[config.mk]
export PLATFORM = sky130hd
export DESIGN_NAME = sphds_front_flat
export DESIGN_NICKNAME = d
export VERILOG_FILES = /design/src/rtl/core/sphds_pkg.sv /design/src/rtl/core/sphds_if.sv /design/src/rtl/core/sphds_front.sv /design/src/flat_wrapper.sv
export SDC_FILE = /design/constraint.sdc
export NUM_CORES = 1
export LEC_CHECK = 0
export ABC_AREA = 1
export BUFFER_PORTS_ARGS = -buffer_cell sky130_fd_sc_hd__clkbuf_2
export CAP_MARGIN = 15
export CORE_AREA = 2 2 91 93
export DETAILED_ROUTE_END_ITERATION = 8
export DIE_AREA = 0 0 93 95
export GPL_TIMING_DRIVEN = 0
export PLACE_DENSITY = 0.53
export SYNTH_ARGS = -nofsm -noshare
export SYNTH_HDL_FRONTEND = slang
export SYNTH_SLANG_ARGS = --single-unit
export TNS_END_PERCENT = 5
[constraint.sdc]
create_clock -name vclk -period 0.8
set_input_delay 0 -clock vclk [all_inputs]
set_output_delay 0 -clock vclk [all_outputs]
set_load 0.01 [all_outputs]
[src/rtl/core/sphds_pkg.sv]
// Package: shared types and constants for the SPH density summation block.
package sphds_pkg;

	localparam int unsigned QW = 32;
	localparam int unsigned SW = 64;
	localparam int unsigned CFG_IDX_W = 1;

	localparam logic [CFG_IDX_W-1:0] REG_NORMALIZE   = 1'd0;
	localparam logic [CFG_IDX_W-1:0] REG_SELF_WEIGHT = 1'd1;

	localparam logic [QW-1:0] SELF_WEIGHT_RST = 32'h0001_0000;
	localparam logic [QW-1:0] MAX32 = '1;

	// Classified term handed from the front part to the back part
	typedef struct packed {
		logic          open_run;
		logic          close_run;
		logic          dens_zero;
		logic [QW-1:0] mass;
		logic [QW-1:0] dens;
		logic [QW-1:0] wt;
	} term_t;

	typedef struct packed {
		logic [QW-1:0] density;
		logic          error;
	} result_t;

	typedef enum logic [2:0] {
		ST_IDLE,
		ST_DIV,
		ST_MUL,
		ST_ACC,
		ST_FDIV,
		ST_EMIT
	} be_state_t;

	function automatic logic [SW-1:0] sat_add(input logic [SW-1:0] a, input logic [SW-1:0] b);
		logic [SW:0] s;
		s = {1'b0, a} + {1'b0, b};
		return s[SW] ? '1 : s[SW-1:0];
	endfunction

endpackage

[src/rtl/core/sphds_if.sv]
// Interfaces: valid/ready channels for terms and results.
interface sphds_term_if (input logic clk);
	logic is_self;
	logic [31:0] term_mass;
	logic [31:0] term_density;
	logic [31:0] weight;
	logic last;
	logic valid;
	logic ready;
	modport source (output valid, is_self, term_mass, term_density, weight, last, input ready);
	modport sink (input valid, is_self, term_mass, term_density, weight, last, output ready);
endinterface


[src/rtl/core/sphds_front.sv]
// Front part: accept terms, pick the weight, flag zero densities.
module sphds_front (
	input  logic                  clk,
	input  logic                  arst_n,
	sphds_term_if.sink            term,
	input  logic [31:0]           self_weight,
	input  logic                  q_full,
	output logic                  push,
	output sphds_pkg::term_t      push_data
);
	assign term.ready = !q_full;
	assign push       = term.valid && !q_full;

	// Classify the transaction
	always_comb begin
		push_data.open_run  = term.is_self;
		push_data.close_run = term.last;
		push_data.dens_zero = (term.term_density == '0);
		push_data.mass      = term.term_mass;
		push_data.dens      = term.term_density;
		push_data.wt        = term.is_self ? self_weight : term.weight;
	end
endmodule

[src/flat_wrapper.sv]
// flat-port wrapper written by rule: the top's interface ports become plain ports
module sphds_front_flat 
  (clk, arst_n, self_weight, q_full, push, push_data, term_valid, term_is_self, term_term_mass, term_term_density, term_weight, term_last, term_ready);
  sphds_term_if term_i (.clk(clk));
  input  logic clk;
  input  logic arst_n;
  input  logic [31:0] self_weight;
  input  logic q_full;
  output logic push;
  output sphds_pkg::term_t push_data;
  input wire logic [$bits(term_i.valid)-1:0] term_valid;
  input wire logic [$bits(term_i.is_self)-1:0] term_is_self;
  input wire logic [$bits(term_i.term_mass)-1:0] term_term_mass;
  input wire logic [$bits(term_i.term_density)-1:0] term_term_density;
  input wire logic [$bits(term_i.weight)-1:0] term_weight;
  input wire logic [$bits(term_i.last)-1:0] term_last;
  output wire logic [$bits(term_i.ready)-1:0] term_ready;
  assign term_i.valid = term_valid;
  assign term_i.is_self = term_is_self;
  assign term_i.term_mass = term_term_mass;
  assign term_i.term_density = term_term_density;
  assign term_i.weight = term_weight;
  assign term_i.last = term_last;
  assign term_ready = term_i.ready;
  sphds_front u_core (.clk(clk), .arst_n(arst_n), .term(term_i), .self_weight(self_weight), .q_full(q_full), .push(push), .push_data(push_data));
endmodule
==> results of run 1 <==
[kinds of logic (layout without fill, tap and decap cells)]
group	after synthesis	in the layout	synth area share (%)
buffers and inverters	72	271	49.2
multiplexers	32	32	40.5
AND/OR/NAND/NOR	32	32	10.3
[layout make-up]
type | instances | area [um^2]
multi-input cells | 64 | 593
fillers | 862 | 5630
well taps | 105 | 131
repair buffers | 199 | 996
plain buffers | 70 | 567
inverters | 2 | 7.51
[worst max-delay path: stages]
cell and delay, ns:
buf_6 0.12, buf_12 0.16, mux2_4 0.31, clkbuf_2 0.13
[stage by stage]
step / total power, mW / std cells / setup WS (ns) / hold slack [ns]
6_report: 1.28 / 440 / 0.0779 / 0.187
5_1_grt: 1.39 / 440 / 0.0279 / 0.191
4_1_cts: 1.31 / 440 / 0.0610 / 0.188
3_5_place_dp: 1.30 / 440 / 0.0615 / 0.188
3_3_place_gp: 1.30 / 440 / 0.0667 / 0.189
2_1_floorplan: 0.729 / 136 / 0.233 / 0.0435
[final timing paths]
path,to,startpoint,slack (ns),cells after the start
worst max-delay path,push_data[23],term_is_self,0.08,4
worst min-delay path,push_data[72],term_term_mass[8],0.19,2
[power groups by stage]
stage	clock network (mW)	registers, mW	logic [mW]
after floorplan	0	0	0.729
final	0	0	1.28
after global routing	0	0	1.39
after CTS	0	0	1.31
after detailed placement	0	0	1.30
after global placement	0	0	1.30
[placed cells by master, fill, tap and decap left out]
master    Yosys  layout
buf_4        66      66
clkbuf_2      0     199
inv_1         2       2
buf_12        3       3
nor2_1       22      22
mux2_2        2       2
mux2_4       30      30
buf_6         1       1
nand2_1      10      10
[routing by layer]
| metal | up-vias | share of wire, % | GRT usage [%] |
|---|---|---|---|
| met5 | - | 0 | 0 |
| met4 | 0 | 0 | 0 |
| met3 | 0 | 16 | 2.95 |
| met2 | 136 | 52 | 18.7 |
| met1 | 606 | 32 | 8.24 |
| li1 | 773 | - | - |
==> metrics.yaml, run 1 <==
synthesis:
  synth.most_common_cell: "buf_4"
  synth_cell_types: 8
  synth.avg_cell_area_um2: 8.58
  ys_warn_count: 0
  ys_seq_area_share_pct: 0
  synth_cells: 136
  synth_top_area_share_pct: 42.4
  syn-num-nets: 270
  syn_area_mm2: 0.00117
  ys_top_cells_by_area: "buf_4, mux2_4, nor2_1, buf_12, nand2_1"
  yosysTopAreaCell: "buf_4"
  synthTopCellsByCount: "buf_4, mux2_4, nor2_1"
layout:
  area_delta_synth_final_pct: 96.6
  stdcell_area_mm2: 0.00229
  fin_util_pct: 28.9
  nNetsFinal: 471
  regArea_um2: 0
  drive_gt1_share_pct: 89.9
  diodes: 0
  nClkBuffers: 0
  seq_cells: 0
grt:
  grt_overflow_total: 0
  antenna_found_initial: 0
  grt_pass1_wl_mm: 6.14
  grt_max_degree: 11
  gr-usage-all-layers_pct: 8.66
  grt_pass1_vias: 1263
timing:
  maxSlewHeadroom_pct: 93.3
  timing_hold_violations_final: 0
  tns_ns: 0
  setup_viol: 0
  worst_pin_slew_ns: 0.101
  rsz0062_at_grt: "false"
  fin_crit_sh_pct: 90.3
  max_freq_mhz: 1380
  finalCriticalPeriod_ns: 0.722
  drv_slew: 0
worst_setup_path:
  start_kind: "input pin"
  worstPathMaxFanout: 10
  cp-end-kind: "output port"
  cp_data_required_time_ns: 0.80
  crit_type: "in2out"
  worstPathArrival_ns: 0.72
placed_design:
  place_congestion: 0.739
  io_buffers: 199
  dpl_cell_area_mm2: 0.00229
  place_hpwl_mm: 4.43
power:
  p_leak_nw: 1.48
  sw_frac_of_total_pct: 38.3
  power_switching_uw: 492
  seqPwrFrac_pct: 0
  internal_power_uw: 793
  peakVddDrop_mv: 0.281
  powerDensity_mw_per_mm2: 560
  p_comb_share_pct: 100.0
  pwr-share-clk_pct: 0
floorplanning:
  core_region_area_mm2: 0.00793
  placementRows: 33
  pin_count: 235
  dieArea_mm2: 0.00884
  start_util_pct: 14.7
  die_x_um: 93
  fp.dieH_um: 95
run:
  drv_cap: 0
routing:
  post_drt_wl_per_cell_um: 10.5
  drc: 0
  vias_per_cell: 3.44
  drtPass1Iterations: 2
  antenna_left: 0
  routed_wl_mm: 4.60
  num_vias: 1515
  drt_iter0_drc: 3
cts:
  post_cts.repair.setup_buffers: 0
  hold_buffers: 0
  cts_resized: 0
min_path:
  hp-class: "in2out"
run_status:
  status: "finished, final reports clean"
Note: power is estimated with default switching activity, not from simulation.
==> inputs of run 2 (changes only) <==
- ABC_AREA: 1 -> not set
- PLACE_DENSITY: 0.53 -> 0.52
==> run 2 against run 1 <==
Against the previous run:
- via count shrank 1.7%
- critical path type unchanged
- final cell count down 4.8%
- area after synthesis decreased by 4.4%
- setup slack got worse by 0.041 ns
- sequential share of layout area is the same
==> metrics.yaml, run 2 <==
run_status:
  status: "finished, final reports clean"
routing:
  post_drt_wl_per_cell_um: 10.6
  routed_wl_mm: 4.45
  drtPass1Iterations: 4
  drc: 0
  drt_iter0_drc: 7
  num_vias: 1490
  antenna_left: 0
  vias_per_cell: 3.56
timing:
  finalCriticalPeriod_ns: 0.763
  drv_slew: 0
  setup_viol: 0
  tns_ns: 0
  timing_hold_violations_final: 0
  maxSlewHeadroom_pct: 80.4
  worst_pin_slew_ns: 0.291
  fin_crit_sh_pct: 95.4
  finalWorstSetupSlack_ns: 0.0367
  fin_hold_ws_ns: 0.186
  rsz0062_at_grt: "true"
  max_freq_mhz: 1310
min_path:
  min_path_cells: 2
  whs_endpoint: "push_data[71]"
  min-delay-start: "term_term_mass[7]"
  hp-class: "in2out"
placed_design:
  place_hpwl_mm: 4.32
  place_congestion: 0.729
  place_ws_ns: -0.0515
  dpl_cell_area_mm2: 0.00224
  io_buffers: 199
  place_inst: 419
run:
  drv_cap: 0
worst_setup_path:
  cp.depth: 5
  worstPathMaxFanout: 2
  crit_chain: "clkbuf_2 -> nor4_1 -> nand4_1 -> nor2_1 -> buf_2"
  crit_buf_inv: 2
  worstPathArrival_ns: 0.76
  crit_family: "simple AND/OR/NAND/NOR gates"
  slowest_stage: "nor4_1"
  crit_type: "in2out"
  cp-end-kind: "output port"
  cp_data_required_time_ns: 0.80
  start_kind: "input pin"
  critPathMaxStageDelay_ns: 0.32
layout:
  diodes: 0
  instances_no_fill: 419
  final_common_cell: "clkbuf_2"
  final_cell_mix: "clkbuf_2, buf_4, mux2_4, buf_6, nor4_2"
  area_delta_synth_final_pct: 109
  drive_gt1_share_pct: 97.8
  seq_cells: 0
  nNetsFinal: 450
  regArea_um2: 0
  nClkBuffers: 0
  stdcell_area_mm2: 0.00233
grt:
  grt_pass1_wl_mm: 6.10
  grt_overflow_total: 0
  grt_max_degree: 11
  antenna_found_initial: 0
  gr-usage-all-layers_pct: 8.53
  grt_pass1_vias: 1367
power:
  powerDensity_mw_per_mm2: 564
  pwr-share-clk_pct: 0
  sw_frac_of_total_pct: 38.6
  p_comb_share_pct: 100.0
  peakVddDrop_mv: 0.253
  seqPwrFrac_pct: 0
  p_leak_nw: 1.46
  power_switching_uw: 506
  internal_power_uw: 806
synthesis:
  synth.most_common_cell: "buf_4"
  synth_cell_types: 10
  synth_cells: 115
  yosysTopAreaCell: "buf_4"
  synthTopCellsByCount: "buf_4, mux2_4, nor4_1"
  ys_seq_area_share_pct: 0
  synth_top_area_share_pct: 44.4
  ys_top_cells_by_area: "buf_4, mux2_4, buf_12, nor4_1, mux2_2"
  ys_warn_count: 0
  synth.avg_cell_area_um2: 9.70
  syn_area_mm2: 0.00112
  syn-num-nets: 249
cts:
  hold_buffers: 0
  post_cts.repair.setup_buffers: 0
floorplanning:
  start_util_pct: 14.1
  core_region_area_mm2: 0.00793
  pin_count: 235
  placementRows: 33
  dieArea_mm2: 0.00884
  fp.dieH_um: 95
  die_x_um: 93
## run 2: cell count changes after synthesis
cell and delta:
nor2_1 -21, nor2b_1 +1, nand2_1 -10, inv_1 -1, nor4_1 +8, nand4_1 +2
## run 2: timing repair
action                     CTS  global route
gates resized for setup      3            19
setup endpoints to repair    1             1
pin swaps                    0             4
gates cloned                 0             0
## run 2: worst max path at each step
stage / from / end / slack [ns]
finish: term_term_density[24] / push_data[96] / 0.04
global route: term_term_density[2] / push_data[96] / -0.02
global placement: term_term_density[1] / push_data[96] / -0.08
floorplan: term_is_self / push_data[0] / 0.23
CTS: term_term_density[24] / push_data[96] / 0.003
detailed placement: term_term_density[1] / push_data[96] / -0.05
## run 2: layout make-up
cell class / instances / area [um^2]
plain buffers: 70 / 567
fillers: 872 / 5600
inverters: 1 / 3.75
multi-input cells: 44 / 601
well taps: 105 / 131
repair buffers: 199 / 1020
## run 2: kinds of logic after synthesis
kind of cell           count (synthesis)  synth area share [%]
AND/OR/NAND/NOR                       12                  6.50
multiplexers                          32                  42.4
buffers and inverters                 71                  51.1
## run 2: metrics by stage
step | power (mW) | util [%]
floorplan | 0.713 | -
global placement | 1.29 | 28.3
detailed placement | 1.29 | 28.3
CTS | 1.30 | 28.5
global route | 1.42 | 29.4
finish | 1.31 | 29.4
## run 2: power by group through the flow
stage	clock network [mW]	logic, mW	registers (mW)
floorplan	0	0.713	0
global placement	0	1.29	0
detailed placement	0	1.29	0
CTS	0	1.30	0
global route	0	1.42	0
finish	0	1.31	0
## run 2: per-layer routing
metal	GRT usage (%)	routed length (um)
met4	0	0
met1	8.81	1450
met3	1.36	577
met2	18.7	2420
met5	0	0
==> inputs of run 3 (changes only) <==
--- a/config.mk
+++ b/config.mk
@@ -9,7 +9,7 @@
 export CAP_MARGIN = 15
-export CORE_AREA = 2 2 91 93
+export CORE_AREA = 2 2 90 92
 export DETAILED_ROUTE_END_ITERATION = 8
-export DIE_AREA = 0 0 93 95
+export DIE_AREA = 0 0 92 94
 export GPL_TIMING_DRIVEN = 0
-export PLACE_DENSITY = 0.52
+export PLACE_DENSITY = 0.53
 export SYNTH_ARGS = -nofsm -noshare
==> constraint.sdc (replaced) <==
create_clock -name vclk -period 1
set_input_delay 0 -clock vclk [all_inputs]
set_output_delay 0 -clock vclk [all_outputs]
set_load 0.005 [all_outputs]
==> run 3 against run 2 <==
Against the previous run:
- combinational power down 29%
- hold slack worse by 0.019 ns
- first-iteration DRC count shrank 86%
- via count increased by 0.40%
- critical endpoint unchanged
- largest cell class unchanged
- highest routed layer is now met4
==> metrics.yaml, run 3 (synthesis gave the netlist of run 2 again) <==
layout:
  final_cell_mix: "clkbuf_2, buf_4, mux2_4, nor4_1, buf_12"
  nNetsFinal: 450
  instances_no_fill: 416
  final_common_cell: "clkbuf_2"
  seq_cells: 0
  stdcell_area_mm2: 0.00224
  regArea_um2: 0
  nClkBuffers: 0
  drive_gt1_share_pct: 95.9
  area_delta_synth_final_pct: 101
  fillers: 825
  diodes: 0
routing:
  post_drt_wl_per_cell_um: 12.1
  routed_wl_mm: 5.02
  vias_per_cell: 3.60
  antenna_left: 0
  num_vias: 1496
  drtPass1Iterations: 2
  drt_iter0_drc: 1
  drc: 0
grt:
  grt_pass1_wl_mm: 6.79
  grt_max_degree: 11
  grt_pass1_vias: 1413
  antenna_found_initial: 0
  gr-usage-all-layers_pct: 9.72
  grt_overflow_total: 0
timing:
  tns_ns: 0
  timing_hold_violations_final: 0
  max_freq_mhz: 1160
  rsz0062_at_grt: "false"
  maxSlewHeadroom_pct: 74.0
  setup_viol: 0
  finalCriticalPeriod_ns: 0.859
  fin_crit_sh_pct: 85.9
  worst_pin_slew_ns: 0.387
  drv_slew: 0
worst_setup_path:
  cpMostUsedCell: "clkbuf_2"
  worstPathArrival_ns: 0.86
  cp-end-kind: "output port"
  critPathMaxStageDelay_ns: 0.39
  worstPathMaxFanout: 2
  cp_data_required_time_ns: 1.00
  crit_family: "simple AND/OR/NAND/NOR gates"
  crit_buf_inv: 2
  start_kind: "input pin"
  slowest_stage: "nor4_1"
  crit_chain: "clkbuf_2 -> nor4_1 -> nand4_1 -> nor2_1 -> clkbuf_2"
  crit_type: "in2out"
cts:
  hold_buffers: 0
  post_cts.repair.setup_buffers: 0
  cts_resized: 0
floorplanning:
  start_util_pct: 14.7
  pin_count: 235
  fp.dieH_um: 94
  core_region_area_mm2: 0.00761
  dieArea_mm2: 0.00865
  die_x_um: 92
  placementRows: 32
power:
  powerDensity_mw_per_mm2: 415
  peakVddDrop_mv: 0.170
  p_leak_nw: 1.44
placed_design:
  io_buffers: 199
  place_hpwl_mm: 4.76
  place_congestion: 0.769
  dpl_cell_area_mm2: 0.00224
  place_inst: 416
run:
  drv_cap: 0
min_path:
  hp-class: "in2out"
run_status:
  status: "finished, final reports clean"
==> run 3: cell types whose count changed in the layout (fill, tap and decap cells not counted), sizes merged <==
cell / delta
buf: -5
clkbuf: +5
==> run 3: path summary, 6_finish.rpt <==
path                            startpoint       endpoint  slack (ns)  cells after the start
worst max-delay path  term_term_density[1]  push_data[96]        0.14                      5
worst min-delay path    term_term_mass[10]  push_data[74]        0.17                      2
==> run 3: where the power goes <==
group | internal, mW | switching, mW | total [mW]
Clock | 0 | 0 | 0
Combinational | 0.626 | 0.303 | 0.929
Sequential | 0 | 0 | 0
Total | 0.626 | 0.303 | 0.929
==> run 3: stage by stage <==
stage                     setup WS [ns]  hold WS [ns]  util, %  total power [mW]
after global placement            0.104         0.170     29.4             0.936
after global routing             0.0879         0.171     29.4              1.00
final                             0.141         0.167     29.4             0.929
after detailed placement          0.104         0.170     29.4             0.938
after floorplan                   0.446        0.0265        -             0.469
after CTS                         0.105         0.170     29.4             0.944
==> run 3: final cells by class <==
class | instances | area (um^2) | share of cell area, %
Buffer | 70 | 567 | 25.3
Inverter | 1 | 3.75 | 0.168
Multi-Input combinational cell | 44 | 546 | 24.4
Tap cell | 102 | 128 | 5.70
Timing Repair Buffer | 199 | 996 | 44.5
==> run 3: routing by layer <==
| layer | vias to the layer above | routed length [um] | track usage, % |
|---|---|---|---|
| li1 | 724 | - | - |
| met1 | 630 | 1700 | 10.2 |
| met2 | 138 | 2540 | 18.9 |
| met3 | 4 | 704 | 3.61 |
| met4 | 0 | 70 | 1.24 |
| met5 | - | 0 | 0 |
