[src/rtl/core/sphds_pkg.sv]
// Package: shared types and constants for the SPH density summation block.
package sphds_pkg;

	localparam int unsigned QW = 32;
	localparam int unsigned SW = 64;
	localparam int unsigned CFG_IDX_W = 1;

	localparam logic [CFG_IDX_W-1:0] REG_NORMALIZE   = 1'd0;
	localparam logic [CFG_IDX_W-1:0] REG_SELF_WEIGHT = 1'd1;

	localparam logic [QW-1:0] SELF_WEIGHT_RST = 32'h0001_0000;
	localparam logic [QW-1:0] MAX32 = '1;

	// Classified term handed from the front part to the back part
	typedef struct packed {
		logic          open_run;
		logic          close_run;
		logic          dens_zero;
		logic [QW-1:0] mass;
		logic [QW-1:0] dens;
		logic [QW-1:0] wt;
	} term_t;

	typedef struct packed {
		logic [QW-1:0] density;
		logic          error;
	} result_t;

	typedef enum logic [2:0] {
		ST_IDLE,
		ST_DIV,
		ST_MUL,
		ST_ACC,
		ST_FDIV,
		ST_EMIT
	} be_state_t;

	function automatic logic [SW-1:0] sat_add(input logic [SW-1:0] a, input logic [SW-1:0] b);
		logic [SW:0] s;
		s = {1'b0, a} + {1'b0, b};
		return s[SW] ? '1 : s[SW-1:0];
	endfunction

endpackage

[src/rtl/core/sphds_queue.sv]
// Two-entry queue between the front and back parts.
module sphds_queue (
	input  logic                  clk,
	input  logic                  arst_n,
	input  logic                  push,
	input  sphds_pkg::term_t      push_data,
	output logic                  full,
	input  logic                  pop,
	output logic                  not_empty,
	output sphds_pkg::term_t      pop_data
);
	sphds_pkg::term_t mem_q [2];
	logic       wr_q, rd_q;
	logic [1:0] cnt_q;

	assign full      = (cnt_q == 2'd2);
	assign not_empty = (cnt_q != 2'd0);
	assign pop_data  = mem_q[rd_q];

	// Hold entries
	always_ff @(posedge clk) begin
		if (push) mem_q[wr_q] <= push_data;
	end

	// Advance pointers
	always_ff @(posedge clk or negedge arst_n) begin
		if (!arst_n) begin
			wr_q <= 1'b0; rd_q <= 1'b0; cnt_q <= '0;
		end else begin
			if (push) wr_q <= ~wr_q;
			if (pop)  rd_q <= ~rd_q;
			cnt_q <= cnt_q + {1'b0, push} - {1'b0, pop};
		end
	end
endmodule

[config.mk]
export PLATFORM = sky130hd
export DESIGN_NAME = sphds_queue
export DESIGN_NICKNAME = d
export VERILOG_FILES = /design/src/rtl/core/sphds_pkg.sv /design/src/rtl/core/sphds_queue.sv
export SDC_FILE = /design/constraint.sdc
export NUM_CORES = 1
export LEC_CHECK = 0
export BUFFER_PORTS_ARGS = -buffer_cell sky130_fd_sc_hd__clkbuf_2
export CAP_MARGIN = 5
export CELL_PAD_IN_SITES_DETAIL_PLACEMENT = 0
export CELL_PAD_IN_SITES_GLOBAL_PLACEMENT = 1
export CORE_UTILIZATION = 45
export CTS_CLUSTER_DIAMETER = 120
export DETAILED_ROUTE_END_ITERATION = 6
export MAX_ROUTING_LAYER = met4
export PLACE_DENSITY = 0.77
export SYNTH_ARGS = -nofsm -noshare
export SYNTH_HDL_FRONTEND = slang
export SYNTH_SLANG_ARGS = --single-unit
[constraint.sdc]
create_clock -name clk -period 6.5 [get_ports clk]
set_clock_uncertainty 0.1 [all_clocks]
set_input_delay 1.95 -clock clk [delete_from_list [all_inputs] [get_ports clk]]
set_output_delay 1.95 -clock clk [all_outputs]
set_load 0.05 [all_outputs]
==> metrics.cfg, run 1 <==
[status]
run_status=finished, final reports clean

[worst_setup_path]
worstSetupEndpointType=output port
setup.reg_to_reg.worst_slack_ns=4.21
worst_ep_arrival_time_ns=2.55
critical_path_required_ns=4.45
critPathMaxFanout=56
start_point_of_the_critical_path=rd_q
setup.worst_path.end=pop_data[3]
reg2reg_from=wr_q
timing.critical_path.from_type=register
reg2reg_to=mem_q[1][89]
criticalPathCategory=reg -> out
timing.reg2reg.worst_path_depth=2

[floorplan]
core-area_um2=16800
floorplan.die_area_um2=18000
floorplan.initialDensity_pct=46.6
die_width_um=134
die_y_um=134
std_cell_rows=47
num_io_pins=204

[global_route]
initial_antenna_violation_count=0
grt_pass1_wl_um=19600
gr-usage-all-layers_pct=14.8
vias_in_the_first_global_route=3908
maximum_number_of_pins_on_one_net_before_global_route_repair=64
grt_remaining_overflow=0

[layout]
layout.cells.most_common_list=sky130_fd_sc_hd__clkbuf_2 (203), sky130_fd_sc_hd__edfxtp_1 (198), sky130_fd_sc_hd__mux2_4 (99)
non_filler_cells_final=775
antenna-diode-count=0
nFillCells=1308
layout_commonest_cell=sky130_fd_sc_hd__clkbuf_2
layout.nets=647
syn_to_final_growth_pct=22.6
layout-drive-gt1-share_pct=60.5

[synthesis]
ys_ff_latch=202
syn_area_per_cell_um2=24.3
postSynthNetCount=428
yosysWarningCount=0
syn-cell-area_um2=7840
synth_seq_area_share_pct=77.1
synthCells=323
post_synth_num_cell_types=12

[routing]
vias=3755
drt-pass1-iter-count=4
wl_per_cell_um=17.2
drcViolationCount=0
wl_um=13300
route.antenna.remaining_nets=0
dr.first_iter.drc_count=154
drt-vias-per-instance=4.85

[power]
share_clk_of_total_power_pct=21.9
power.switching_fraction_pct=39.1
netSwitchingPower_uw=1970
static-leakage-power_uw=0.00396
pwr_density_cell_nw_per_um2=525
pwr-share-comb_pct=41.0
internal_portion_of_total_power_uw=3080
vdd_drop_max_v=0.000345
seq_power_share_pct=37.1

[clock_tree]
postCtsResizedCells=0
numClockSinks=202
numCtsBuffers=21
htree_levels=1
ctsHoldBuffers=0
clock_tree.root_cell=sky130_fd_sc_hd__clkbuf_16
post-cts-setup-buffers=0
clock_latency_ns=0.48
clock_tree.buffer_depth=3
tritoncts=built
clock_transition_at_the_register_clock_pins_on_the_worst_setup_and_hold_paths_after_cts_ns=0.06

[sta]
max_clock_freq_mhz=218
timing.slew.headroom_pct=40.6
timing.final.crit_share_pct=70.7
fin_setup_tns_ns=0
finalHoldViolCount=0
setup-violations-final=0
slew_viol_final=0
grt_setup_unrepaired=false
period_needed_ns=4.60
pin_slew_with_the_least_headroom_to_its_limit_ns=0.892

[place]
gp_congestion=0.694
portBuffers=203
place.detailed.instances=739
detailedPlacementHpwl_um=8840

[flow_run]
max_cap_violations=0

[worst_hold_path]
worst_hold_path_type=reg -> reg
min_from=wr_q

-- worst min-delay path by stage --
stage	slack, ns	cells past startpoint	end
3_5_place_dp	0.44	1	wr_q
4_1_cts	0.45	1	wr_q
6_report	0.44	1	wr_q
5_1_grt	0.48	1	wr_q
3_3_place_gp	0.43	1	wr_q
2_1_floorplan	0.37	1	wr_q
-- metrics by stage --
step	setup slack, ns	util [%]	power, µW	hold slack [ns]	area, µm²
6_report	1.90	57.2	5050	0.442	9620
3_5_place_dp	2.36	53.4	4000	0.436	8980
4_1_cts	1.83	57.2	5110	0.445	9620
2_1_floorplan	1.43	-	3720	0.373	7850
5_1_grt	1.77	57.2	5230	0.479	9620
3_3_place_gp	2.39	53.4	3960	0.431	8980
-- sequential cells by signal, indices dropped and copies added, names as in the netlist --
signal / count
mem_q: 198
cnt_q: 2
wr_q: 1
rd_q: 1
-- metal layers --
layer | global-route usage (%) | share of wire, %
met1 | 16.6 | 40
met2 | 25.9 | 51
met3 | 3.63 | 7.1
met4 | 5.06 | 1.8
met5 | - | 0
-- worst max-delay path, stage by stage, from the launching register on --
cell and delay, ns:
sky130_fd_sc_hd__dfrtp_4 0.96, sky130_fd_sc_hd__buf_12 0.44, sky130_fd_sc_hd__mux2_4 0.34, sky130_fd_sc_hd__clkbuf_2 0.24
-- cells by family after synthesis --
kind of cell | after synthesis | share of synthesized area (%)
flip-flops | 202 | 77.1
multiplexers | 99 | 19.0
buffers and inverters | 13 | 2.79
AND/OR/NAND/NOR | 4 | 0.319
XOR/XNOR | 3 | 0.526
adder cells (fa/ha/maj) | 2 | 0.319
-- synthesized netlist by cell type --
master,n,area (µm²)
sky130_fd_sc_hd__inv_1,2,7.51
sky130_fd_sc_hd__xor2_1,2,17.5
sky130_fd_sc_hd__edfxtp_1,198,5950
sky130_fd_sc_hd__nor2b_1,2,12.5
sky130_fd_sc_hd__or2_2,1,6.26
sky130_fd_sc_hd__and2_1,1,6.26
sky130_fd_sc_hd__buf_6,1,11.3
sky130_fd_sc_hd__xor3_1,1,23.8
sky130_fd_sc_hd__buf_12,10,200
sky130_fd_sc_hd__mux2_4,99,1490
sky130_fd_sc_hd__ha_1,2,25.0
sky130_fd_sc_hd__dfrtp_1,4,100
-- power by group through the flow --
stage / registers (µW) / logic [µW] / clock network [µW]
after floorplan: 1820 / 1890 / 0
after global placement: 1890 / 2070 / 0
after detailed placement: 1910 / 2090 / 0
after CTS: 1880 / 2090 / 1140
after global routing: 1900 / 2150 / 1180
final: 1870 / 2070 / 1110
-- area by class of cell --
| class | count | area [µm²] | share of cell area, % |
|---|---|---|---|
| multi-input cells | 108 | 1590 | 16.5 |
| inverters | 2 | 7.51 | 0.0781 |
| clock buffers | 26 | 544 | 5.66 |
| flip-flops and latches | 202 | 6050 | 62.9 |
| well taps | 220 | 275 | 2.86 |
| repair buffers | 207 | 1060 | 11.0 |
| clock inverters | 10 | 93.8 | 0.976 |
Note: power is estimated with default switching activity, not from simulation.
==> run 2: changes to the inputs <==
--- a/config.mk
+++ b/config.mk
@@ -9,11 +9,11 @@
 export CAP_MARGIN = 5
 export CELL_PAD_IN_SITES_DETAIL_PLACEMENT = 0
 export CELL_PAD_IN_SITES_GLOBAL_PLACEMENT = 1
-export CORE_UTILIZATION = 45
+export CORE_UTILIZATION = 41
 export CTS_CLUSTER_DIAMETER = 120
 export DETAILED_ROUTE_END_ITERATION = 6
 export MAX_ROUTING_LAYER = met4
-export PLACE_DENSITY = 0.77
+export PLACE_DENSITY = 0.74
 export SYNTH_ARGS = -nofsm -noshare
 export SYNTH_HDL_FRONTEND = slang
 export SYNTH_SLANG_ARGS = --single-unit
==> constraint.sdc (replaced) <==
create_clock -name clk -period 4 [get_ports clk]
set_clock_uncertainty 0.1 [all_clocks]
set_input_delay 1.2 -clock clk [delete_from_list [all_inputs] [get_ports clk]]
set_output_delay 1.2 -clock clk [all_outputs]
set_load 0.05 [all_outputs]
==> metrics.cfg, run 2 (synthesized netlist as in run 1, its figures left out) <==
[routing]
drcViolationCount=0  ; unchanged
dr.first_iter.drc_count=178  ; was 154
vias=3694  ; was 3755
drt-pass1-iter-count=4  ; unchanged
drt-vias-per-instance=4.64  ; was 4.85
wl_um=13200  ; was 13300 µm
route.antenna.remaining_nets=0  ; unchanged
wl_per_cell_um=16.6  ; was 17.2 µm

[place]
placement.cell_area_um2=9050  ; was 8980 µm²
gp_congestion=0.711  ; was 0.694
detailedPlace.worstSlack_ns=1.04  ; was 2.36 ns
portBuffers=203  ; unchanged
place.detailed.instances=757  ; was 739
detailedPlacementHpwl_um=8890  ; was 8840 µm

[power]
design_power_total_uw=8340  ; was 5050 µW
static-leakage-power_uw=0.00402  ; was 0.00396 µW
vdd_drop_max_v=0.000516  ; was 0.000345 V
pwr_density_cell_nw_per_um2=855  ; was 525 nW/µm²

[clock_tree]
post-cts-setup-buffers=0  ; unchanged
htree_levels=1  ; unchanged
postCtsResizedCells=0  ; unchanged
clock_tree.root_cell=sky130_fd_sc_hd__clkbuf_16  ; unchanged
ctsHoldBuffers=0  ; unchanged
numClockSinks=202  ; unchanged
clock_transition_at_the_register_clock_pins_on_the_worst_setup_and_hold_paths_after_cts_ns=0.05  ; was 0.06 ns
tritoncts=built  ; unchanged
clock_tree.buffer_depth=3  ; unchanged
numCtsBuffers=22  ; was 21
clock_latency_ns=0.49  ; was 0.48 ns

[sta]
fin_setup_tns_ns=0  ; unchanged
period_needed_ns=3.42
finalHoldViolCount=0  ; unchanged
setup-violations-final=0  ; unchanged
max_clock_freq_mhz=292
timing.slew.headroom_pct=53.4  ; was 40.6%
timing.final.crit_share_pct=85.6
pin_slew_with_the_least_headroom_to_its_limit_ns=0.699  ; was 0.892 ns
slew_viol_final=0  ; unchanged
fin_ws_ns=0.578  ; was 1.90 ns
grt_setup_unrepaired=false  ; unchanged

[worst_setup_path]
worst_ep_arrival_time_ns=2.12  ; was 2.55 ns
worstSetupEndpointType=output port  ; unchanged
setup.worst_path.end=pop_data[40]  ; was pop_data[3]
timing.critical_path.from_type=register  ; unchanged
reg2reg_from=wr_q  ; unchanged
setup.reg_to_reg.worst_slack_ns=2.27  ; was 4.21 ns
timing.reg2reg.worst_path_depth=2  ; unchanged
critical_path_required_ns=2.70  ; was 4.45 ns
criticalPathCategory=reg -> out  ; unchanged
critPathMaxFanout=21  ; was 56
reg2reg_to=mem_q[1][66]  ; was mem_q[1][89]
start_point_of_the_critical_path=rd_q  ; unchanged

[floorplan]
floorplan.initialDensity_pct=41.9  ; was 46.6%
die_width_um=140  ; was 134 µm
floorplan.die_area_um2=19700  ; was 18000 µm²
num_io_pins=204  ; unchanged
die_y_um=140  ; was 134 µm
std_cell_rows=50  ; was 47
core-area_um2=18700  ; was 16800 µm²

[global_route]
gr-usage-all-layers_pct=13.6  ; was 14.8%
vias_in_the_first_global_route=3845  ; was 3908
initial_antenna_violation_count=0  ; unchanged
maximum_number_of_pins_on_one_net_before_global_route_repair=52  ; was 64
grt_pass1_wl_um=20000  ; was 19600 µm
grt_remaining_overflow=0  ; unchanged

[layout]
layout-drive-gt1-share_pct=60.7  ; was 60.5%
biggestRegsByFlops=mem_q: 198 flops, cnt_q: 2 flops  ; unchanged
postLayoutCellArea_um2=9750  ; was 9620 µm²
registers.top_by_ff_count=mem_q  ; unchanged
layout.nets=652  ; was 647
non_filler_cells_final=796  ; was 775
syn_to_final_growth_pct=24.3  ; was 22.6%
largest_register_ff_count=198  ; unchanged
antenna-diode-count=0  ; unchanged
layout.cells.most_common_list=sky130_fd_sc_hd__clkbuf_2 (203), sky130_fd_sc_hd__edfxtp_1 (198), sky130_fd_sc_hd__mux2_4 (99)  ; unchanged
layout_commonest_cell=sky130_fd_sc_hd__clkbuf_2  ; unchanged
nFillCells=1538  ; was 1308

[flow_run]
max_cap_violations=0  ; unchanged

[worst_hold_path]
worst_hold_path_type=in -> async  ; was reg -> reg

[status]
run_status=finished, final reports clean  ; unchanged

run 2: cell types whose count changed in the layout (fill, tap and decap cells not counted), sizes merged:
cell | before | now
buf | 4 | 8
clkinv | 8 | 9
clkbuf | 229 | 231
run 2: cell type report:
type / count / area, µm² / area share [%]
Clock inverter: 11 / 100 / 1.03
Clock buffer: 28 / 594 / 6.10
Multi-Input combinational cell: 108 / 1590 / 16.3
Timing Repair Buffer: 211 / 1110 / 11.4
Tap cell: 234 / 293 / 3.00
Sequential cell: 202 / 6050 / 62.1
Inverter: 2 / 7.51 / 0.0770
run 2: report_power, final:
group | total (µW) | internal [µW] | switching (µW)
Combinational | 3450 | 1130 | 2330
Clock | 1910 | 1170 | 737
Sequential | 2980 | 2810 | 163
Total | 8340 | 5110 | 3230
run 2: stage by stage:
stage / utilization, % / hold WS [ns]
final: 52.1 / 0.418
after CTS: 52.1 / 0.399
after global routing: 52.1 / 0.402
after detailed placement: 48.4 / 0.449
after floorplan: - / 0.408
after global placement: 48.4 / 0.431
run 2: worst min-delay path by stage:
stage | start | end | slack, ns | depth (start not counted)
after floorplan | wr_q | wr_q | 0.41 | 1
after global placement | wr_q | wr_q | 0.43 | 1
after detailed placement | wr_q | wr_q | 0.45 | 1
after CTS | arst_n | cnt_q[0] | 0.40 | 1
after global routing | arst_n | wr_q | 0.40 | 1
final | arst_n | cnt_q[0] | 0.42 | 1
run 2: worst max-delay path, stage by stage, from the launching register on:
cell                       delay [ns]
sky130_fd_sc_hd__dfrtp_4         0.70
sky130_fd_sc_hd__buf_4           0.36
sky130_fd_sc_hd__mux2_4          0.32
sky130_fd_sc_hd__clkbuf_2        0.24
run 2: metal layers:
layer	global-route usage, %	wire length, µm	vias up
met2	22.2	6620	159
li1	-	-	1730
met3	4.38	1180	20
met4	4.16	187	0
met5	-	0	-
met1	16.1	5250	1785
==> run 3: changes to the inputs <==
--- a/config.mk
+++ b/config.mk
@@ -5,15 +5,18 @@
 export SDC_FILE = /design/constraint.sdc
 export NUM_CORES = 1
 export LEC_CHECK = 0
+export ABC_AREA = 1
 export BUFFER_PORTS_ARGS = -buffer_cell sky130_fd_sc_hd__clkbuf_2
 export CAP_MARGIN = 5
 export CELL_PAD_IN_SITES_DETAIL_PLACEMENT = 0
 export CELL_PAD_IN_SITES_GLOBAL_PLACEMENT = 1
-export CORE_UTILIZATION = 41
+export CORE_UTILIZATION = 38
+export CTS_BUF_LIST = sky130_fd_sc_hd__clkbuf_16
 export CTS_CLUSTER_DIAMETER = 120
 export DETAILED_ROUTE_END_ITERATION = 6
 export MAX_ROUTING_LAYER = met4
-export PLACE_DENSITY = 0.74
+export PLACE_DENSITY = 0.73
+export SKIP_LAST_GASP = 1
 export SYNTH_ARGS = -nofsm -noshare
 export SYNTH_HDL_FRONTEND = slang
 export SYNTH_SLANG_ARGS = --single-unit
==> metrics.cfg, run 3 <==
[place]
detailedPlace.worstSlack_ns=1.05  ; was 1.04 ns
detailedPlacementHpwl_um=9490  ; was 8890 µm
portBuffers=203  ; unchanged
gp_congestion=0.734  ; was 0.711

[status]
run_status=finished, final reports clean  ; unchanged

[clock_tree]
clock_transition_at_the_register_clock_pins_on_the_worst_setup_and_hold_paths_after_cts_ns=0.06  ; was 0.05 ns
post-cts-setup-buffers=0  ; unchanged
clock_latency_ns=0.48  ; was 0.49 ns
tritoncts=built  ; unchanged
numCtsBuffers=22  ; unchanged
postCtsResizedCells=0  ; unchanged
numClockSinks=202  ; unchanged
htree_levels=1  ; unchanged
clock_tree.buffer_depth=3  ; unchanged
ctsHoldBuffers=0  ; unchanged
clock_tree.root_cell=sky130_fd_sc_hd__clkbuf_16  ; unchanged

[flow_run]
max_cap_violations=0  ; unchanged

[synthesis]
post_synth_num_cell_types=17  ; was 12
postSynth.asyncResetShare_pct=1.98  ; unchanged
synth.top_cells.by_area=sky130_fd_sc_hd__edfxtp_1 (77%), sky130_fd_sc_hd__inv_1 (5.1%), sky130_fd_sc_hd__nand2_1 (5.1%)  ; was sky130_fd_sc_hd__edfxtp_1 (76%), sky130_fd_sc_hd__mux2_4 (19%), sky130_fd_sc_hd__buf_12 (2.6%)
syn_area_per_cell_um2=14.3  ; was 24.3 µm²
synthMostInstantiatedCell=sky130_fd_sc_hd__edfxtp_1  ; unchanged
ys_dominant_reg_cell=sky130_fd_sc_hd__edfxtp_1  ; unchanged
yosysWarningCount=0  ; unchanged
syn-cell-area_um2=7750  ; was 7840 µm²
yosysTopAreaCellShare_pct=76.7  ; was 75.8%
number_of_synthesized_flops_with_an_enable_pin=198  ; unchanged
synth_seq_area_share_pct=78.0  ; was 77.1%
yosys-top-cells-count=sky130_fd_sc_hd__edfxtp_1 (198), sky130_fd_sc_hd__inv_1 (106), sky130_fd_sc_hd__nand2_1 (106)  ; was sky130_fd_sc_hd__edfxtp_1 (198), sky130_fd_sc_hd__mux2_4 (99), sky130_fd_sc_hd__buf_12 (10)
postSynthNetCount=647  ; was 428
ys_ff_latch=202  ; unchanged
synthCells=542  ; was 323
post-synth-top-area-cell=sky130_fd_sc_hd__edfxtp_1  ; unchanged

[global_route]
gr-usage-all-layers_pct=13.3  ; was 13.6%
vias_in_the_first_global_route=4256  ; was 3845
maximum_number_of_pins_on_one_net_before_global_route_repair=60  ; was 52
grt_pass1_wl_um=20800  ; was 20000 µm
grt_remaining_overflow=0  ; unchanged
initial_antenna_violation_count=0  ; unchanged

[power]
pwr-share-comb_pct=42.2  ; was 41.4%
design_power_total_uw=8340  ; about the same
power.switching_fraction_pct=45.0  ; was 38.7%
vdd_drop_max_v=0.000578  ; was 0.000516 V
netSwitchingPower_uw=3750  ; was 3230 µW
pwr_density_cell_nw_per_um2=870  ; was 855 nW/µm²
seq_power_share_pct=35.7  ; about the same
share_clk_of_total_power_pct=22.1  ; was 22.9%
internal_portion_of_total_power_uw=4590  ; was 5110 µW
static-leakage-power_uw=0.00412  ; was 0.00402 µW

[routing]
wl_per_cell_um=13.6  ; was 16.6 µm
wl_um=14100  ; was 13200 µm
vias=4479  ; was 3694
drt-pass1-iter-count=4  ; unchanged
drt-vias-per-instance=4.34  ; was 4.64
drcViolationCount=0  ; unchanged
dr.first_iter.drc_count=172  ; was 178
route.antenna.remaining_nets=0  ; unchanged

[sta]
setup-violations-final=0  ; unchanged
timing.slew.headroom_pct=51.1  ; was 53.4%
fin_ws_ns=0.560  ; was 0.578 ns
pin_slew_with_the_least_headroom_to_its_limit_ns=0.733  ; was 0.699 ns
slew_viol_final=0  ; unchanged
grt_setup_unrepaired=false  ; unchanged
fin_setup_tns_ns=0  ; unchanged
timing.final.crit_share_pct=86.0  ; was 85.6%
period_needed_ns=3.44  ; was 3.42 ns
finalHoldViolCount=0  ; unchanged
max_clock_freq_mhz=291  ; was 292 MHz

[floorplan]
floorplan.die_area_um2=21000  ; was 19700 µm²
floorplan.initialDensity_pct=39.3  ; was 41.9%
die_y_um=145  ; was 140 µm
num_io_pins=204  ; unchanged
die_width_um=145  ; was 140 µm
core-area_um2=19700  ; was 18700 µm²
std_cell_rows=51  ; was 50

[layout]
layout.cells.most_common_list=sky130_fd_sc_hd__clkbuf_2 (203), sky130_fd_sc_hd__edfxtp_1 (198), sky130_fd_sc_hd__inv_1 (108)  ; was sky130_fd_sc_hd__clkbuf_2 (203), sky130_fd_sc_hd__edfxtp_1 (198), sky130_fd_sc_hd__mux2_4 (99)
layout_commonest_cell=sky130_fd_sc_hd__clkbuf_2  ; unchanged
fin_util_pct=48.6  ; was 52.1%
antenna-diode-count=0  ; unchanged
layout.nets=860  ; was 652
biggestRegsByFlops=mem_q: 198 flops, cnt_q: 2 flops  ; unchanged
final-seq-area_um2=6050  ; unchanged
layout-drive-gt1-share_pct=34.0  ; was 60.7%
area_used_by_multi_input_combinational_logic_um2=1030  ; was 1590 µm²
nFillCells=1737  ; was 1538
registers.top_by_ff_count=mem_q  ; unchanged
syn_to_final_growth_pct=23.7  ; was 24.3%
largest_register_ff_count=198  ; unchanged

[worst_setup_path]
timing.critical_path.cells=buf_4 > nand2_1 > o21ai_1 > clkbuf_2  ; was buf_4 > mux2_4 > clkbuf_2
worst_ep_arrival_time_ns=2.14  ; was 2.12 ns
critPathMaxFanout=53  ; was 21
worstSetupEndpointType=output port  ; unchanged
criticalPathCategory=reg -> out  ; unchanged
critical_path_buf_inv_count=2  ; unchanged
worst_path_max_delay_cell=sky130_fd_sc_hd__dfrtp_4  ; unchanged
cp_slowest_stage_delay_ns=0.77  ; was 0.70 ns
timing.critical_path.from_type=register  ; unchanged
critical_path_required_ns=2.70  ; about the same
critPathTopFamily=flip-flops  ; unchanged

[worst_hold_path]
worst_hold_path_type=in -> async  ; unchanged

-- run 3: cell types whose count changed after synthesis, moves of 2 or more --
| cell | before | now |
|---|---|---|
| sky130_fd_sc_hd__nor2b_1 | 2 | 0 |
| sky130_fd_sc_hd__nor2_1 | 0 | 2 |
| sky130_fd_sc_hd__mux2_4 | 99 | 0 |
| sky130_fd_sc_hd__clkbuf_1 | 0 | 7 |
| sky130_fd_sc_hd__o21ai_2 | 0 | 19 |
| sky130_fd_sc_hd__nand2_1 | 0 | 106 |
| sky130_fd_sc_hd__o21ai_0 | 0 | 63 |
| sky130_fd_sc_hd__inv_1 | 2 | 106 |
| sky130_fd_sc_hd__o21ai_1 | 0 | 17 |
-- run 3: metal layers --
metal	up-vias	share of wire, %	GRT usage, %
met5	-	0	-
met4	0	1.7	4.27
met3	23	8.3	3.75
met2	147	49	21.9
met1	2049	41	15.8
li1	2260	-	-
-- run 3: kinds of logic after synthesis --
family	count (synthesis)	share of synthesized area, %
AO/OA/AOI/OAI	99	7.31
XOR/XNOR	2	0.226
adder cells (fa/ha/maj)	2	0.323
buffers and inverters	128	8.82
flip-flops	202	78.0
AND/OR/NAND/NOR	109	5.30
-- run 3: power groups by stage --
stage | Clock [µW] | Sequential (µW) | Combinational (µW)
after floorplan | 0 | 2950 | 3020
after global placement | 0 | 3010 | 3530
after detailed placement | 0 | 3030 | 3570
after CTS | 1910 | 2980 | 3570
after global routing | 1980 | 3020 | 3750
final | 1840 | 2980 | 3520
-- run 3: area by class of cell --
type	instances	share of cell area, %
Timing Repair Buffer	211	11.6
Inverter	106	4.18
Clock inverter	14	0.927
Sequential cell	202	63.1
Clock buffer	23	6.00
Tap cell	265	3.46
Multi-Input combinational cell	212	10.7
-- run 3: path summary, 6_finish.rpt --
check                                    end    from  slack [ns]  cells past startpoint
worst min-delay path                cnt_q[0]  arst_n        0.42                      1
worst min register to register          wr_q    wr_q        0.45                      1
max in group asynchronous               rd_q  arst_n        3.23                      1
min in group clk                        wr_q    wr_q        0.45                      1
worst max-delay path            pop_data[79]    rd_q        0.56                      4
worst max register to register  mem_q[1][21]    wr_q        2.26                      3
-- run 3: through the flow --
| step | instance area [µm²] | std cells | hold WS, ns |
|---|---|---|---|
| 2_1_floorplan | 7760 | 542 | 0.415 |
| 4_1_cts | 9590 | 1033 | 0.406 |
| 5_1_grt | 9590 | 1033 | 0.411 |
| 3_3_place_gp | 8920 | 996 | 0.431 |
| 6_report | 9590 | 1033 | 0.421 |
| 3_5_place_dp | 8920 | 996 | 0.445 |
